<file path="config.mk">
export PLATFORM = sky130hd
export DESIGN_NAME = stlb_ctrl
export DESIGN_NICKNAME = d
export VERILOG_FILES = /design/src/sv/stlb_pkg.sv /design/src/sv/stlb_ctrl.sv
export SDC_FILE = /design/constraint.sdc
export NUM_CORES = 1
export LEC_CHECK = 0
export BUFFER_PORTS_ARGS = -buffer_cell sky130_fd_sc_hd__buf_2
export CORE_MARGIN = 3
export CORE_UTILIZATION = 28
export CTS_BUF_LIST = sky130_fd_sc_hd__clkbuf_8
export DETAILED_ROUTE_END_ITERATION = 12
export PLACE_DENSITY = 0.44
export REMOVE_ABC_BUFFERS = 1
export SYNTH_ARGS = -nofsm -noshare
export SYNTH_HDL_FRONTEND = slang
export SYNTH_SLANG_ARGS = --single-unit
</file>
<file path="constraint.sdc">
create_clock -name clk -period 7.1 [get_ports clk]
set_clock_uncertainty 0.1 [all_clocks]
set_input_delay 0.355 -clock clk [delete_from_list [all_inputs] [get_ports clk]]
set_output_delay 0.355 -clock clk [all_outputs]
set_load 0.01 [all_outputs]
</file>
<file path="src/sv/stlb_pkg.sv">
// Shared types, codes and widths for the sorted-table lower-bound search unit.
package stlb_pkg;

  localparam int DATA_W          = 32;
  localparam int FUNC_W          = 2;
  localparam int STAT_W          = 2;
  localparam int POS_W           = 10;
  localparam int TABLE_DEPTH_DEF = 1024;

  // operation codes
  localparam logic [FUNC_W-1:0] FUNC_APPEND = 2'd0;
  localparam logic [FUNC_W-1:0] FUNC_QUERY  = 2'd1;
  localparam logic [FUNC_W-1:0] FUNC_CLEAR  = 2'd2;

  // status codes
  localparam logic [STAT_W-1:0] ST_OK        = 2'd0;
  localparam logic [STAT_W-1:0] ST_NOT_FOUND = 2'd1;
  localparam logic [STAT_W-1:0] ST_FULL      = 2'd2;

  // result handed from the sequencer to the output stage
  typedef struct packed {
    logic              valid;
    logic [STAT_W-1:0] status;
    logic [POS_W-1:0]  position;
  } res_t;

endpackage

</file>
<file path="src/sv/stlb_ctrl.sv">
// Sequencer: entry count, append/clear handling and the halving search over the RAM.
module stlb_ctrl #(
  parameter int TABLE_DEPTH = stlb_pkg::TABLE_DEPTH_DEF
) (
  input  logic                                clk,
  input  logic                                rst_n,
  input  logic                                in_valid,
  input  logic [stlb_pkg::FUNC_W-1:0]         in_func,
  input  logic signed [stlb_pkg::DATA_W-1:0]  in_operand_value,
  output logic                                in_stall,
  input  logic                                res_take,
  output stlb_pkg::res_t                      res,
  output logic                                ram_we,
  output logic [$clog2(TABLE_DEPTH)-1:0]      ram_waddr,
  output logic [stlb_pkg::DATA_W-1:0]         ram_wdata,
  output logic [$clog2(TABLE_DEPTH)-1:0]      ram_raddr,
  input  logic [stlb_pkg::DATA_W-1:0]         ram_rdata
);

  localparam int IDX_W = $clog2(TABLE_DEPTH);
  localparam int CNT_W = $clog2(TABLE_DEPTH + 1);
  localparam int PW    = stlb_pkg::POS_W;
  localparam int SW    = stlb_pkg::STAT_W;
  localparam int DW    = stlb_pkg::DATA_W;

  localparam logic [1:0] S_IDLE   = 2'd0;
  localparam logic [1:0] S_SEARCH = 2'd1;
  localparam logic [1:0] S_HOLD   = 2'd2;

  logic [1:0]           state_r, state_nxt;
  logic [CNT_W-1:0]     count_r, count_nxt;
  logic signed [DW-1:0] key_r, key_nxt;
  logic [CNT_W-1:0]     lo_r, lo_nxt;
  logic [CNT_W-1:0]     hi_r, hi_nxt;    // exclusive upper bound
  logic [CNT_W-1:0]     mid_r, mid_nxt;
  logic                 found_r, found_nxt;
  logic [CNT_W-1:0]     hit_idx_r, hit_idx_nxt;
  logic [SW-1:0]        pend_status_r, pend_status_nxt;
  logic [PW-1:0]        pend_pos_r, pend_pos_nxt;

  logic             full;
  logic             probe_ge;
  logic [CNT_W-1:0] mid0;
  logic [CNT_W-1:0] span_h, mid_h, lo_m, span_m, mid_m;
  logic             nonempty_h, nonempty_m;
  logic             go;
  logic [CNT_W-1:0] nmid;
  logic             fin;
  logic [SW-1:0]    fin_status;
  logic [PW-1:0]    fin_pos;

  assign in_stall = (state_r != S_IDLE);
  assign full     = (count_r == CNT_W'(TABLE_DEPTH));
  assign probe_ge = ($signed(ram_rdata) >= key_r);
  assign mid0     = (count_r - CNT_W'(1)) >> 1;

  // both outcomes of the current probe precomputed in parallel with the RAM read
  assign nonempty_h = (lo_r < mid_r);
  assign span_h     = mid_r - lo_r - CNT_W'(1);
  assign mid_h      = lo_r + (span_h >> 1);
  assign lo_m       = mid_r + CNT_W'(1);
  assign nonempty_m = (lo_m < hi_r);
  assign span_m     = hi_r - lo_m - CNT_W'(1);
  assign mid_m      = lo_m + (span_m >> 1);

  always_comb begin
    state_nxt       = state_r;
    count_nxt       = count_r;
    key_nxt         = key_r;
    lo_nxt          = lo_r;
    hi_nxt          = hi_r;
    mid_nxt         = mid_r;
    found_nxt       = found_r;
    hit_idx_nxt     = hit_idx_r;
    pend_status_nxt = pend_status_r;
    pend_pos_nxt    = pend_pos_r;
    ram_we          = 1'b0;
    ram_waddr       = IDX_W'(count_r);
    ram_wdata       = in_operand_value;
    ram_raddr       = IDX_W'(mid0);
    go              = 1'b0;
    nmid            = mid_h;
    fin             = 1'b0;
    fin_status      = stlb_pkg::ST_OK;
    fin_pos         = '0;

    unique case (state_r)
      S_IDLE: begin
        if (in_valid) begin
          unique case (in_func)
            stlb_pkg::FUNC_APPEND: begin
              fin = 1'b1;
              if (full) begin
                fin_status = stlb_pkg::ST_FULL;
              end else begin
                ram_we    = 1'b1;
                count_nxt = count_r + CNT_W'(1);
                fin_pos   = PW'(count_r);
              end
            end
            stlb_pkg::FUNC_QUERY: begin
              key_nxt = in_operand_value;
              if (count_r == '0) begin
                fin        = 1'b1;
                fin_status = stlb_pkg::ST_NOT_FOUND;
              end else begin
                lo_nxt    = '0;
                hi_nxt    = count_r;
                mid_nxt   = mid0;
                found_nxt = 1'b0;
                state_nxt = S_SEARCH;
              end
            end
            stlb_pkg::FUNC_CLEAR: begin
              count_nxt = '0;
              fin       = 1'b1;
            end
            default: begin
              fin = 1'b1;
            end
          endcase
        end
      end
      S_SEARCH: begin
        // ram_rdata holds the entry at mid_r
        if (probe_ge) begin
          found_nxt   = 1'b1;
          hit_idx_nxt = mid_r;
          hi_nxt      = mid_r;
          go          = nonempty_h;
          nmid        = mid_h;
        end else begin
          lo_nxt = lo_m;
          go     = nonempty_m;
          nmid   = mid_m;
        end
        ram_raddr = IDX_W'(nmid);
        mid_nxt   = nmid;
        if (!go) begin
          fin = 1'b1;
          if (probe_ge) begin
            fin_pos = PW'(mid_r);
          end else if (found_r) begin
            fin_pos = PW'(hit_idx_r);
          end else begin
            fin_status = stlb_pkg::ST_NOT_FOUND;
          end
        end
      end
      S_HOLD: begin
        if (res_take) begin
          state_nxt = S_IDLE;
        end
      end
      default: begin
        state_nxt = S_IDLE;
      end
    endcase

    // finished result goes to the output stage now, or waits in HOLD
    if (fin) begin
      pend_status_nxt = fin_status;
      pend_pos_nxt    = fin_pos;
      state_nxt       = res_take ? S_IDLE : S_HOLD;
    end
  end

  always_comb begin
    if (fin) begin
      res = '{valid: 1'b1, status: fin_status, position: fin_pos};
    end else begin
      res = '{valid: (state_r == S_HOLD), status: pend_status_r, position: pend_pos_r};
    end
  end

  always_ff @(posedge clk) begin
    if (!rst_n) begin
      state_r <= S_IDLE;
      count_r <= '0;
    end else begin
      state_r <= state_nxt;
      count_r <= count_nxt;
    end
  end

  always_ff @(posedge clk) begin
    key_r         <= key_nxt;
    lo_r          <= lo_nxt;
    hi_r          <= hi_nxt;
    mid_r         <= mid_nxt;
    found_r       <= found_nxt;
    hit_idx_r     <= hit_idx_nxt;
    pend_status_r <= pend_status_nxt;
    pend_pos_r    <= pend_pos_nxt;
  end

endmodule

</file>
# After elaboration in Yosys (flattened, before gate mapping)
# Index checks and enable logic that the tools add are counted.
# classes
n_mux	57
add_sub_neg	9
n_div	0
multipliers	0
magnitude_cmp	3
n_bitwise	0
n_eq_ne	16
n_reduce_logical	13
shift	0
# op_table
operator	count
$mux 11	13
$pmux 11 s2	4
$mux 10	7
$sub 11x1->11 const B	3
$ge 32x32->1	1
$add 11x1->11 const B	2
$add 11x10->11	2
$lt 11x11->1	2
$sub 11x11->11	2
$pmux 10 s2	1
$mux 1	18
$mux 2	8
$reduce_and 5->1	3
$ne 2x2->1 const B	7
$mux 13	1
$ne 3x3->1 const B	4
$eq 11x11->1 const B	1
$logic_not 11->1	1
$pmux 2 s2	2
$reduce_and 4->1	2
$pmux 2 s3	1
$reduce_bool 2->1	3
$eq 2x1->1 const B	2
$eq 2x2->1 const B	2
4 further kinds	6
# word_totals
romBits	0
input_bits	70
mem_bits_rw	0
regBits	101
mem_count	0
word_cells	108
latchBits	0
out_inout_bits	67

# Depth between registers and ports, before layout
# logic_depth
ltp_word	8
depth_mapped	18
ltp_nobuf	18

# Worst setup path before layout
# OpenSTA, ideal clock, no wires.
# synth_timing
path_type	register -> output
start	register mid_r[0]
end	output ram_raddr[9]
n_path_buf	0
arrival_time_ps	3782
path_stages_with_launch	19
required_time_ps	6645
setup_slack_ps	2863
path_cell_list	edfxtp_1 -> ha_1 -> nand3_1 -> or3_1 -> xnor2_1 -> inv_1 -> ha_1 -> nand2_1 -> o21ai_0 -> nor2_1 -> xnor2_1 -> ha_1 -> or2_2 -> o31a_1 -> a31o_2 -> a21oi_1 -> xnor2_1 -> mux2i_1 -> a21oi_1
# synth_between
elab_chain_len	6
elab_cells_between_ends	9
cone_classes	add/sub: 7; mux: 2
# synth_rtl
element	line_no	text
start: declaration	stlb_ctrl.sv:35	logic [CNT_W-1:0] mid_r, mid_nxt;
start signal: assignment	stlb_ctrl.sv:190	mid_r <= mid_nxt;
$add 11x1->11 *	stlb_ctrl.sv:61	assign lo_m = mid_r + CNT_W'(1);
via lo_m[6]	stlb_ctrl.sv:44	logic [CNT_W-1:0] span_h, mid_h, lo_m, span_m, mid_m;
$sub 11x11->11	stlb_ctrl.sv:63	assign span_m = hi_r - lo_m - CNT_W'(1);
$sub 11x1->11	stlb_ctrl.sv:63	
$add 11x10->11 *	stlb_ctrl.sv:64	assign mid_m = lo_m + (span_m >> 1);
$mux 11 *	stlb_ctrl.sv:126	if (probe_ge) begin
$mux 10 *	stlb_ctrl.sv:87	unique case (state_r)
end: declaration	stlb_ctrl.sv:16	output logic [$clog2(TABLE_DEPTH)-1:0] ram_raddr,
# The timed path passes the listed nets; every way through them passes the cells marked *.

==> reports/results.ini <==
[place]
post-place-ws_ns = 2.216
hpwl_um = 15950
gp_congestion = 0.8025
port_buffers = 136

[worst_setup_path]
cp_slowest_cell = edfxtp_1
cp_top_family = compound AO/OA/AOI/OAI gates
critPathMostFrequentCell = ha_1
worstPathArrival_ns = 4.85
cp_slowest_stage_delay_ns = 0.57
cp_num_buf_inv = 2
crit_path_start_kind = register
crit_fanout = 10
path_cells = ha_1 -> nand3_1 -> or3_1 -> nor3_1 -> xnor2_1 -> inv_1 -> ha_1 -> o21a_1 -> o211ai_1 -> a21oi_1 -> a211oi_1 -> o31a_1 -> and4b_1 -> a222oi_1 -> o21ai_1 -> buf_2
worstSetupEndpointType = output port
required_ns = 6.64
criticalPathCategory = reg2out

[detailed_routing]
drtIter0Drc = 391
ant_nets = 0
wl_per_cell_um = 16.45
vias = 5902
dr.pass1.iters = 5
routed_via_density = 4.767
wl_um = 20370
post-route-drc-count = 0

[final_layout]
nNetsFinal = 1066
drive_gt1_share_pct = 18.94
post-route-util_pct = 32.46
syn2layout_area_growth_pct = 12.49
diodes = 0

[power_and_ir_drop]
p_sw_share_pct = 27.76
p_clk_share_pct = 32.6
power.switching_w = 0.0003512
power-per-cell-area_nw_per_um2 = 147.9
power.internal_w = 0.0009141
pwr-share-seq_pct = 52.3
ir_worst_vdd_mv = 0.08517
p_leak_nw = 3.902
combPwrFrac_pct = 15.1

[die]
die_w_um = 170.8
initial_core_util_pct = 28.86
num_io_pins = 137
rows = 59
core-area_um2 = 26350
fp.dieH_um = 170.8
dieArea_um2 = 29170

[clock_tree]
cts_buffer_depth = 2
post_cts_resized = 0
clock-sinks = 101
htree_levels = 3
clk_latency_ns = 0.39
postCtsSetupBuffers = 0
cts-root-buf = clkbuf_8
cts_buffers = 9
ctsHoldBuffers = 0
clk_pin_slew_ns = 0.12
cts_tree = done

[yosys]
syn-cell-area_um2 = 7605
synth_area_leaders = edfxtp_1, ha_1, inv_1
yosysSeqAreaShare_pct = 38.17
syn_inst = 811
synth_top_cell_area_share_pct = 34.75
synthArstFlopShare_pct = 0
ys_top_cells_by_count = inv_1, ha_1, edfxtp_1, nand2_1, nor2_1
avgSynthCellArea_um2 = 9.377
yosys.area.top_type = edfxtp_1
yosys_register_bits = 101
synth_warnings = 0
synth_edf_count = 88
yosysMostFrequentCell = inv_1
ys_types = 61
yosys_most_used_dff = edfxtp_1

[global_route]
grt_max_degree = 53
grt_antenna_before_repair = 0
grt_pass1_wl_um = 31230
grt_pass1_vias = 5564
overflow = 0
grt_util_all_layers_pct = 13.80

[timing]
layout_setup_ws_ns = 1.791
rsz0062_at_grt = false
slew_headroom_pct = 32.99
maxSlewViolCount = 0
finalSetupViolCount = 0
worstMarginPinSlew_ns = 1.003
post-route-min-period_ns = 5.309
hold_violations = 0
fin_setup_tns_ns = 0
fmax_mhz = 188.4
fin_crit_sh_pct = 74.78

[min_path]
hold_path_class = in2reg

[flow_run]
max-cap-violations = 0

[status]
status = completed

-- logic make-up (layout without fill, tap and decap cells) --
kind of cell | count (synthesis) | after routing | synth area share, %
compound gates | 169 | 169 | 14.35
fa+ha+maj | 98 | 98 | 16.52
buf+inv | 169 | 261 | 10.61
simple gates | 217 | 217 | 13.64
xor+xnor | 52 | 52 | 5.989
flops | 101 | 101 | 38.17
mux | 5 | 5 | 0.7239
-- cell usage in the layout (no fill, tap or decap), types with 8 or more instances in the layout --
cell type,count
buf_2,136
inv_1,104
ha_1,94
edfxtp_1,88
nand2_1,72
nor2_1,56
o21ai_0,47
a21oi_1,45
xnor2_1,33
xor2_1,19
nand3_1,17
nor3_1,13
dfxtp_1,13
a21o_1,11
nand4_1,10
a222oi_1,10
clkbuf_8,10
nor2b_1,9
nor4_1,8
-- final timing paths --
check                  end  slack (ns)  depth (start not counted)                  from
max                 res[0]        1.79                         16              mid_r[0]
min              key_r[12]        0.04                          1  in_operand_value[12]
max reg2reg  pend_pos_r[1]        2.52                         15              mid_r[0]
min reg2reg    count_r[10]        0.48                          2           count_r[10]
-- cell type report --
type / count / area (µm²)
fillers: 2811 / 17800
inverters: 104 / 390.4
well taps: 335 / 419.2
clock buffers: 10 / 137.6
clock inverters: 6 / 76.32
multi-input cells: 541 / 3910
repair buffers: 141 / 718.2
flip-flops and latches: 101 / 2903
-- worst reg2reg max path, delay by kind of cell (launching register included) --
kind | cells | cell delay [ns]
compound gates | 6 | 1.51
simple gates | 4 | 1.10
fa+ha+maj | 2 | 0.64
flops | 1 | 0.57
xor+xnor | 1 | 0.22
buf+inv | 2 | 0.19
-- through the flow --
| stage | total power (W) | instances | hold slack, ns | area, µm² |
|---|---|---|---|---|
| 2_1_floorplan | 0.0007808 | 746 | 0.3193 | 7188 |
| 3_3_place_gp | 0.0008685 | 1222 | 0.4435 | 8341 |
| 3_5_place_dp | 0.0008684 | 1222 | 0.4453 | 8341 |
| 4_1_cts | 0.001289 | 1238 | 0.01299 | 8554 |
| 5_1_grt | 0.001332 | 1238 | 0.003966 | 8554 |
| 6_report | 0.001265 | 1238 | 0.04010 | 8554 |
-- power groups by stage --
stage / combinational, W / clock [W] / sequential, W
2_1_floorplan: 0.000107 / 0 / 0.000674
3_3_place_gp: 0.000193 / 0 / 0.000676
3_5_place_dp: 0.000193 / 0 / 0.000676
4_1_cts: 0.000194 / 0.000433 / 0.000662
5_1_grt: 0.000215 / 0.000453 / 0.000664
6_report: 0.000190 / 0.000413 / 0.000662
-- per-layer routing --
layer	track usage (%)	up-vias	share of wire (%)
met4	2.222	0	0.63
li1	-	2970	-
met3	2.911	10	5.9
met1	19.43	2754	49
met2	22.23	168	45
met5	0	-	0
-- sequential cells by signal, summed over array words and instances, names as in the netlist --
signal,count
found_r,1
key_r,32
hit_idx_r,10
lo_r,11
pend_pos_r,10
mid_r,11
hi_r,11
pend_status_r,2
count_r,11
state_r,2
Note: power is estimated with default switching activity, not from simulation.
